### config.mk
export PLATFORM = sky130hd
export DESIGN_NAME = lfu_cache_table_top
export DESIGN_NICKNAME = d
export VERILOG_FILES = /design/src/rtl/core/lfu_pkg.sv /design/src/rtl/core/lfu_seq.sv /design/src/rtl/core/lfu_dpath.sv /design/src/rtl/core/lfu_cache_table_top.sv
export SDC_FILE = /design/constraint.sdc
export NUM_CORES = 2
export LEC_CHECK = 0
export ABC_CLOCK_PERIOD_IN_PS = 28300
export BUFFER_PORTS_ARGS = -buffer_cell sky130_fd_sc_hd__buf_2
export CAP_MARGIN = 20
export CORE_MARGIN = 5
export CORE_UTILIZATION = 55
export CTS_BUF_LIST = sky130_fd_sc_hd__clkbuf_16
export CTS_CLUSTER_DIAMETER = 30
export DETAILED_ROUTE_END_ITERATION = 8
export PLACE_DENSITY = 0.71
export SYNTH_ARGS = -nofsm -noshare
export SYNTH_HDL_FRONTEND = slang
export SYNTH_SLANG_ARGS = --single-unit
export TNS_END_PERCENT = 100
### constraint.sdc
create_clock -name clk -period 28.3 [get_ports clk]
set_input_delay 1.415 -clock clk [delete_from_list [all_inputs] [get_ports clk]]
set_output_delay 1.415 -clock clk [all_outputs]
set_load 0.02 [all_outputs]
### src/rtl/core/lfu_pkg.sv
// package for the lfu cache table: sizes, word types and the control store
package lfu_pkg;

  // sizes
  localparam int ENTRIES    = 16;
  localparam int IDX_W      = (ENTRIES > 1) ? $clog2(ENTRIES) : 1;
  localparam int LIVE_W     = $clog2(ENTRIES + 1);
  localparam int CAP_W      = 5;
  localparam int CMP_W      = (LIVE_W > CAP_W) ? LIVE_W : CAP_W;
  localparam int KEY_W      = 32;
  localparam int VAL_W      = 32;
  localparam int COUNT_W    = 32;
  localparam int STAMP_BITS = 32;

  localparam logic [CAP_W-1:0] CAP_RESET  = CAP_W'(16);
  localparam logic [VAL_W-1:0] MISS_VALUE = '1;
  localparam logic             OP_GET     = 1'b0;
  localparam logic             OP_PUT     = 1'b1;

  // input word
  typedef struct packed {
    logic                    op;
    logic signed [KEY_W-1:0] key;
    logic signed [VAL_W-1:0] value;
  } req_t;

  // result word
  typedef struct packed {
    logic                    hit;
    logic signed [VAL_W-1:0] read_value;
  } rsp_t;

  // control store addresses
  typedef enum logic [2:0] {
    STEP_IDLE,
    STEP_CAP,
    STEP_SCAN,
    STEP_DECIDE,
    STEP_INSERT,
    STEP_HIT,
    STEP_EMIT
  } step_t;

  // jump conditions
  typedef enum logic [2:0] {
    COND_ALWAYS,
    COND_IN_VALID,
    COND_CAP_ZERO,
    COND_LAST,
    COND_FOUND,
    COND_OUT_BUSY
  } cond_t;

  // datapath controls of one step
  typedef struct packed {
    logic accept;
    logic scan;
    logic hit_wr;
    logic insert;
    logic emit;
  } ctrl_t;

  // flags that the datapath returns to the sequencer
  typedef struct packed {
    logic in_valid;
    logic cap_zero;
    logic last;
    logic found;
    logic out_busy;
  } status_t;

  // one control word: jump to target when cond holds, else go to seq
  typedef struct packed {
    ctrl_t ctrl;
    cond_t cond;
    step_t target;
    step_t seq;
  } ucode_t;

  // the microprogram
  function automatic ucode_t ucode_rom(step_t step);
    ucode_t w;
    w = '{ctrl: '0, cond: COND_ALWAYS, target: STEP_IDLE, seq: STEP_IDLE};
    unique case (step)
      STEP_IDLE: begin
        w.ctrl.accept = 1'b1;
        w.cond        = COND_IN_VALID;
        w.target      = STEP_CAP;
        w.seq         = STEP_IDLE;
      end
      STEP_CAP: begin
        w.cond   = COND_CAP_ZERO;
        w.target = STEP_EMIT;
        w.seq    = STEP_SCAN;
      end
      STEP_SCAN: begin
        w.ctrl.scan = 1'b1;
        w.cond      = COND_LAST;
        w.target    = STEP_DECIDE;
        w.seq       = STEP_SCAN;
      end
      STEP_DECIDE: begin
        w.cond   = COND_FOUND;
        w.target = STEP_HIT;
        w.seq    = STEP_INSERT;
      end
      STEP_INSERT: begin
        w.ctrl.insert = 1'b1;
        w.cond        = COND_ALWAYS;
        w.target      = STEP_EMIT;
        w.seq         = STEP_EMIT;
      end
      STEP_HIT: begin
        w.ctrl.hit_wr = 1'b1;
        w.cond        = COND_ALWAYS;
        w.target      = STEP_EMIT;
        w.seq         = STEP_EMIT;
      end
      STEP_EMIT: begin
        w.ctrl.emit = 1'b1;
        w.cond      = COND_OUT_BUSY;
        w.target    = STEP_EMIT;
        w.seq       = STEP_IDLE;
      end
      default: begin
        w.cond   = COND_ALWAYS;
        w.target = STEP_IDLE;
        w.seq    = STEP_IDLE;
      end
    endcase
    return w;
  endfunction

endpackage

### src/rtl/core/lfu_seq.sv
// microcode sequencer: step counter, control store lookup and conditional jumps
module lfu_seq (
  input  logic            clk,
  input  logic            rst_n,
  input  lfu_pkg::status_t status,
  output lfu_pkg::ctrl_t   ctrl
);
  import lfu_pkg::*;

  step_t  pc_r;
  step_t  pc_nxt;
  ucode_t uw;
  logic   take;

  // control word of the current step
  assign uw   = ucode_rom(pc_r);
  assign ctrl = uw.ctrl;

  // jump condition select
  always_comb begin
    unique case (uw.cond)
      COND_ALWAYS:   take = 1'b1;
      COND_IN_VALID: take = status.in_valid;
      COND_CAP_ZERO: take = status.cap_zero;
      COND_LAST:     take = status.last;
      COND_FOUND:    take = status.found;
      COND_OUT_BUSY: take = status.out_busy;
      default:       take = 1'b0;
    endcase
  end

  assign pc_nxt = take ? uw.target : uw.seq;

  // step counter
  always_ff @(posedge clk) begin
    if (!rst_n) begin
      pc_r <= STEP_IDLE;
    end else begin
      pc_r <= pc_nxt;
    end
  end

endmodule

### src/rtl/core/lfu_dpath.sv
// datapath: entry table, scan accumulators, capacity register and result register
module lfu_dpath (
  input  logic                        clk,
  input  logic                        rst_n,
  input  lfu_pkg::ctrl_t              ctrl,
  output lfu_pkg::status_t            status,
  input  logic                        in_valid,
  input  lfu_pkg::req_t               in_word,
  output logic                        out_valid,
  input  logic                        out_stall,
  output lfu_pkg::rsp_t               out_word,
  input  logic                        cfg_wr_en,
  input  logic [lfu_pkg::CAP_W-1:0]   cfg_wr_data
);
  import lfu_pkg::*;

  // entry table, read only at the scan index
  logic [ENTRIES-1:0]    ent_vld_r;
  logic [KEY_W-1:0]      ent_key_r   [ENTRIES];
  logic [VAL_W-1:0]      ent_val_r   [ENTRIES];
  logic [COUNT_W-1:0]    ent_cnt_r   [ENTRIES];
  logic [STAMP_BITS-1:0] ent_stamp_r [ENTRIES];
  logic [STAMP_BITS-1:0] touch_r;

  logic [CAP_W-1:0]      cap_r;
  req_t                  req_r;
  logic [IDX_W-1:0]      idx_r;

  // scan accumulators
  logic                  found_r;
  logic [IDX_W-1:0]      found_idx_r;
  logic [VAL_W-1:0]      found_val_r;
  logic [COUNT_W-1:0]    found_cnt_r;
  logic [LIVE_W-1:0]     live_r;
  logic                  vic_vld_r;
  logic [IDX_W-1:0]      vic_idx_r;
  logic [COUNT_W-1:0]    vic_cnt_r;
  logic [STAMP_BITS-1:0] vic_stamp_r;
  logic                  free_vld_r;
  logic [IDX_W-1:0]      free_idx_r;

  logic                  out_valid_r;
  rsp_t                  out_word_r;

  logic                  accept;
  logic                  out_busy;
  logic                  emit_fire;
  logic                  rd_vld;
  logic [KEY_W-1:0]      rd_key;
  logic [VAL_W-1:0]      rd_val;
  logic [COUNT_W-1:0]    rd_cnt;
  logic [STAMP_BITS-1:0] rd_stamp;
  logic                  rd_match;
  logic                  rd_better;
  logic [CMP_W-1:0]      cap_eff;
  logic                  evict;
  logic                  use_vic;
  logic                  kill_vic;
  logic [IDX_W-1:0]      ins_slot;
  logic                  do_insert;
  logic                  do_hit;
  logic [COUNT_W-1:0]    cnt_inc;
  rsp_t                  rsp;

  assign accept    = ctrl.accept & in_valid;
  assign out_busy  = out_valid_r & out_stall;
  assign emit_fire = ctrl.emit & ~out_busy;

  // entry at the scan index
  assign rd_vld   = ent_vld_r[idx_r];
  assign rd_key   = ent_key_r[idx_r];
  assign rd_val   = ent_val_r[idx_r];
  assign rd_cnt   = ent_cnt_r[idx_r];
  assign rd_stamp = ent_stamp_r[idx_r];
  assign rd_match = rd_vld & (rd_key == req_r.key);
  assign rd_better = ~vic_vld_r | (rd_cnt < vic_cnt_r) |
                     ((rd_cnt == vic_cnt_r) & (rd_stamp < vic_stamp_r));

  // capacity clamped to the table size
  assign cap_eff = (CMP_W'(cap_r) > CMP_W'(ENTRIES)) ? CMP_W'(ENTRIES) : CMP_W'(cap_r);

  // insert slot: lowest free slot once the victim is gone
  assign evict    = CMP_W'(live_r) >= cap_eff;
  assign use_vic  = evict & (~free_vld_r | (vic_idx_r < free_idx_r));
  assign kill_vic = evict & ~use_vic;
  assign ins_slot = use_vic ? vic_idx_r : free_idx_r;

  assign do_insert = ctrl.insert & (req_r.op == OP_PUT);
  assign do_hit    = ctrl.hit_wr;
  assign cnt_inc   = (found_cnt_r == '1) ? found_cnt_r : found_cnt_r + COUNT_W'(1);

  // result of the current item
  always_comb begin
    rsp.hit = found_r;
    if (req_r.op == OP_PUT) begin
      rsp.read_value = req_r.value;
    end else if (found_r) begin
      rsp.read_value = found_val_r;
    end else begin
      rsp.read_value = MISS_VALUE;
    end
  end

  assign status.in_valid = in_valid;
  assign status.cap_zero = (cap_r == '0);
  assign status.last     = (idx_r == IDX_W'(ENTRIES - 1));
  assign status.found    = found_r;
  assign status.out_busy = out_busy;

  assign out_valid = out_valid_r;
  assign out_word  = out_word_r;

  // control state: valid marks, stamp, capacity, result handshake
  always_ff @(posedge clk) begin
    if (!rst_n) begin
      ent_vld_r   <= '0;
      touch_r     <= '0;
      cap_r       <= CAP_RESET;
      out_valid_r <= 1'b0;
    end else begin
      if (cfg_wr_en) begin
        cap_r <= cfg_wr_data;
      end
      if (do_insert) begin
        if (kill_vic) begin
          ent_vld_r[vic_idx_r] <= 1'b0;
        end
        ent_vld_r[ins_slot] <= 1'b1;
      end
      if (do_insert | do_hit) begin
        touch_r <= touch_r + STAMP_BITS'(1);
      end
      if (emit_fire) begin
        out_valid_r <= 1'b1;
      end else if (out_valid_r & ~out_stall) begin
        out_valid_r <= 1'b0;
      end
    end
  end

  // entry payload writes
  always_ff @(posedge clk) begin
    if (do_hit) begin
      if (req_r.op == OP_PUT) begin
        ent_val_r[found_idx_r] <= req_r.value;
      end
      ent_cnt_r[found_idx_r]   <= cnt_inc;
      ent_stamp_r[found_idx_r] <= touch_r;
    end
    if (do_insert) begin
      ent_key_r[ins_slot]   <= req_r.key;
      ent_val_r[ins_slot]   <= req_r.value;
      ent_cnt_r[ins_slot]   <= COUNT_W'(1);
      ent_stamp_r[ins_slot] <= touch_r;
    end
  end

  // request capture, scan index and accumulators
  always_ff @(posedge clk) begin
    if (accept) begin
      req_r      <= in_word;
      idx_r      <= '0;
      found_r    <= 1'b0;
      live_r     <= '0;
      vic_vld_r  <= 1'b0;
      free_vld_r <= 1'b0;
    end else if (ctrl.scan) begin
      idx_r <= idx_r + IDX_W'(1);
      if (rd_vld) begin
        live_r <= live_r + LIVE_W'(1);
        if (rd_better) begin
          vic_vld_r   <= 1'b1;
          vic_idx_r   <= idx_r;
          vic_cnt_r   <= rd_cnt;
          vic_stamp_r <= rd_stamp;
        end
      end else if (!free_vld_r) begin
        free_vld_r <= 1'b1;
        free_idx_r <= idx_r;
      end
      if (rd_match & ~found_r) begin
        found_r     <= 1'b1;
        found_idx_r <= idx_r;
        found_val_r <= rd_val;
        found_cnt_r <= rd_cnt;
      end
    end
  end

  // result register
  always_ff @(posedge clk) begin
    if (emit_fire) begin
      out_word_r <= rsp;
    end
  end

endmodule

### src/rtl/core/lfu_cache_table_top.sv
// top level of the lfu cache table: sequencer plus datapath
//
//  channel | direction | handshake          | payload
//  in      | input     | in_valid/in_stall  | in_word  (op, key, value)
//  out     | output    | out_valid/out_stall| out_word (hit, read_value)
//  cfg     | input     | cfg_wr_en          | cfg_wr_data (capacity_in_use)
//
// an item passes the steps idle (take the word), capacity check, a scan step for
// each entry, decision, table update (hit write or put insert) and result load;
// with capacity zero it goes from the capacity check straight to the result load.
// the scan walks the table one entry per cycle through a single read index.
// reset is synchronous; it clears the valid marks, the touch stamp and sets
// capacity to 16. a stalled result holds the sequencer in its last step.
module lfu_cache_table_top (
  input  logic                      clk,
  input  logic                      rst_n,
  input  logic                      in_valid,
  output logic                      in_stall,
  input  lfu_pkg::req_t             in_word,
  output logic                      out_valid,
  input  logic                      out_stall,
  output lfu_pkg::rsp_t             out_word,
  input  logic                      cfg_wr_en,
  input  logic [lfu_pkg::CAP_W-1:0] cfg_wr_data
);
  import lfu_pkg::*;

  ctrl_t   ctrl;
  status_t status;

  // input is taken only in the idle step
  assign in_stall = ~ctrl.accept;

  // control
  lfu_seq u_seq (
    .clk    (clk),
    .rst_n  (rst_n),
    .status (status),
    .ctrl   (ctrl)
  );

  // datapath
  lfu_dpath u_dpath (
    .clk         (clk),
    .rst_n       (rst_n),
    .ctrl        (ctrl),
    .status      (status),
    .in_valid    (in_valid),
    .in_word     (in_word),
    .out_valid   (out_valid),
    .out_stall   (out_stall),
    .out_word    (out_word),
    .cfg_wr_en   (cfg_wr_en),
    .cfg_wr_data (cfg_wr_data)
  );

endmodule

==> impl_metrics.env <==
export IMPL_outcome="completed"
export IMPL_required_ps=28820
export IMPL_critPathKind="flip-flop to flip-flop"
export IMPL_final_cell_mix="edfxtp_1, mux4_2, clkbuf_16"
export IMPL_die_w_um=418
export IMPL_period_minus_slack_ps=7630
export IMPL_cts_inserted_buffers=433
export IMPL_yosys_warnings=0
export IMPL_die_height_um=418
export IMPL_grt_use_total=0.245
export IMPL_num_io_pins=110
export IMPL_synth_cells=4229
export IMPL_rsz0062_at_grt="no"
export IMPL_postCtsResizedCells=0
export IMPL_finalSetupViolCount=0
export IMPL_synth_cell_types=67
export IMPL_total_power_uw=10300
export IMPL_critPathSlowestCell="buf_4"
export IMPL_drtPass1Iterations=5
export IMPL_synth_edf_count=2286
export IMPL_end_kind="flip-flop"
export IMPL_crit_chain="buf_4 -> buf_12 -> buf_4 -> mux4_2 -> mux4_2 -> ha_1 -> a21o_1 -> a21o_1 -> a21oi_1 -> o21ai_0 -> a21oi_1 -> nand2_1 -> a2111oi_0 -> a22o_4 -> buf_4"
export IMPL_wire_per_inst_um=29.4
export IMPL_drcViolationCount=0
export IMPL_tightest_slew_ps=1040
export IMPL_hold_path_depth=2
export IMPL_ys_ff_latch=2359
export IMPL_syn_num_nets=4379
export IMPL_avgSynthCellArea_um2=21.6
export IMPL_grt_max_degree=150
export IMPL_insertion_delay_ps=950
export IMPL_max_clock_freq_mhz=131
export IMPL_cts_sinks=2359
export IMPL_clock_path_buffers=4
export IMPL_finalMaxSlewViolations=0
export IMPL_clk_pin_slew_ps=50
export IMPL_yosys_most_used_dff="edfxtp_1"
export IMPL_dp_hpwl_um=97300
export IMPL_seq_area_frac_synth=0.766
export IMPL_worstPathArrival_ps=8150
export IMPL_core_um2=165000
export IMPL_portBuffers=109
export IMPL_vias=45303
export IMPL_final_cell_count_no_fill=7218
export IMPL_initial_core_util=0.554
export IMPL_grt_pass1_vias=47610
export IMPL_dieArea_um2=175000
export IMPL_grt_overflow=0
export IMPL_max_stage_delay_ps=810
export IMPL_tns_ps=0
export IMPL_antenna_left=0
export IMPL_cp_max_fo=149
export IMPL_drt_vias_per_instance=6.28
export IMPL_ir_drop_uv=101
export IMPL_syn_area_um2=91500
export IMPL_ctsRootBufferMaster="clkbuf_16"
export IMPL_r2r_cells=15
export IMPL_ys_async_sr_fraction=0
export IMPL_grt_pass1_wl_um=314000
export IMPL_dp_cells=6431
export IMPL_hold_buffers=0
export IMPL_power_density_nw_per_um2=93.8
export IMPL_post_route_period_util=0.270
export IMPL_syn_to_final_growth_pct=19.8
export IMPL_clock_skew_ps=65.0
export IMPL_slew_headroom=0.306
export IMPL_nets=4834
export IMPL_cpMostUsedCell="buf_4"
export IMPL_final_common_cell="edfxtp_1"
export IMPL_cellLeakagePower_uw=0.0355
export IMPL_place_congestion=0.803
export IMPL_finalHoldViolations=0
export IMPL_drive_above_1_share=0.317
export IMPL_post_cts_buffers=0
export IMPL_start_kind="flip-flop"
export IMPL_cts_tree="yes"
export IMPL_wl_um=213000
export IMPL_min_path_type="flip-flop to flip-flop"
export IMPL_num_rows=149
export IMPL_maxCapViolCount=0
export IMPL_antenna_found_initial=5
export IMPL_drt_initial_drc_count=5418
export IMPL_h_tree_depth=5
-- final timing paths --
check,start,to,slack (ps)
setup / recovery,flip-flop,u_dpath.vic_stamp_r[18],20670
hold / removal,u_dpath.ent_vld_r[1],u_dpath.ent_vld_r[1],470
setup reg to reg,flip-flop,u_dpath.vic_stamp_r[18],20670
hold reg to reg,u_dpath.ent_vld_r[1],u_dpath.ent_vld_r[1],470
-- area by class of cell --
type,instances,area (µm²)
flip-flops and latches,2359,70100
fillers,10300,55500
multi-input cells,1559,20300
clock buffers,437,10900
clock inverters,342,3670
well taps,2189,2740
repair buffers,212,1380
inverters,119,452
diodes,1,2.50
-- synthesized netlist by cell type, drive strengths merged, types with 5 or more instances --
cell / instances / area, µm²
a2111oi: 5 / 50.0
a211oi: 9 / 67.6
a21o: 27 / 203
a21oi: 78 / 390
a221oi: 8 / 70.1
a31oi: 13 / 81.3
and2: 15 / 93.8
and3: 12 / 75.1
and4: 5 / 43.8
buf: 103 / 561
clkbuf: 89 / 334
dfxtp: 73 / 1460
edfxtp: 2286 / 68600
ha: 75 / 938
inv: 118 / 443
mux2: 23 / 259
mux2i: 60 / 601
mux4: 599 / 13500
nand2: 92 / 345
nand2b: 16 / 100
nand3: 30 / 150
nand4: 38 / 238
nor2: 128 / 480
nor2b: 13 / 81.3
nor3: 16 / 80.1
nor4: 41 / 269
o211ai: 6 / 45.0
o21a: 6 / 45.0
o21ai: 53 / 265
o22ai: 13 / 81.3
o31a: 5 / 43.8
or3: 30 / 188
xnor2: 50 / 438
xor2: 55 / 482
-- critical path, delay by kind of cell, from the launching register on --
| family | cells | cell delay, ps |
|---|---|---|
| fa+ha+maj | 1 | 350 |
| mux | 2 | 950 |
| flops | 1 | 740 |
| compound gates | 7 | 1810 |
| buf+inv | 4 | 3060 |
| simple gates | 1 | 60 |
-- sequential cells by signal, summed over array words and instances, names as in the netlist, 4 cells and up, named ones only --
name,count
u_dpath.cap_r,5
u_dpath.ent_cnt_r,512
u_dpath.ent_key_r,512
u_dpath.ent_stamp_r,512
u_dpath.ent_val_r,512
u_dpath.ent_vld_r,16
u_dpath.found_cnt_r,32
u_dpath.found_idx_r,4
u_dpath.found_val_r,32
u_dpath.free_idx_r,4
u_dpath.idx_r,4
u_dpath.live_r,5
u_dpath.out_word,33
u_dpath.req_r,65
u_dpath.touch_r,32
u_dpath.vic_cnt_r,32
u_dpath.vic_idx_r,4
u_dpath.vic_stamp_r,32
-- where the power goes --
part           switching, µW  total [µW]  internal [µW]
Clock                   1730        5110           3390
Combinational            528        1150            620
Sequential               107        4020           3910
Total                   2360       10300           7920
-- cells by family after synthesis --
kind of cell               after synthesis  synth area share
and+or+nand+nor                        454            0.0250
buffers and inverters                  311            0.0147
adders and majority gates               75            0.0103
muxes                                  682             0.157
xor gates and xnor gates               105            0.0101
AOI/OAI and AO/OA                      243            0.0167
DFF                                   2359             0.766
-- through the flow --
stage / utilization / hold slack, ps / instance area, µm² / worst slack (ps)
6_report: 0.664 / 472 / 110000 / 20670
3_5_place_dp: 0.575 / 463 / 95000 / 20680
4_1_cts: 0.663 / 465 / 110000 / 20640
5_1_grt: 0.664 / 490 / 110000 / 20330
3_3_place_gp: 0.575 / 453 / 95000 / 20790
2_1_floorplan: - / 434 / 91500 / 19050
-- per-layer routing --
metal / vias up / global-route usage / part of all wire
met3: 438 / 0.0477 / 0.081
met5: - / 0 / 0.000061
met1: 23884 / 0.335 / 0.39
li1: 18669 / - / -
met2: 2310 / 0.406 / 0.50
met4: 2 / 0.0807 / 0.029
No activity file was read; power rests on OpenSTA's default activity.
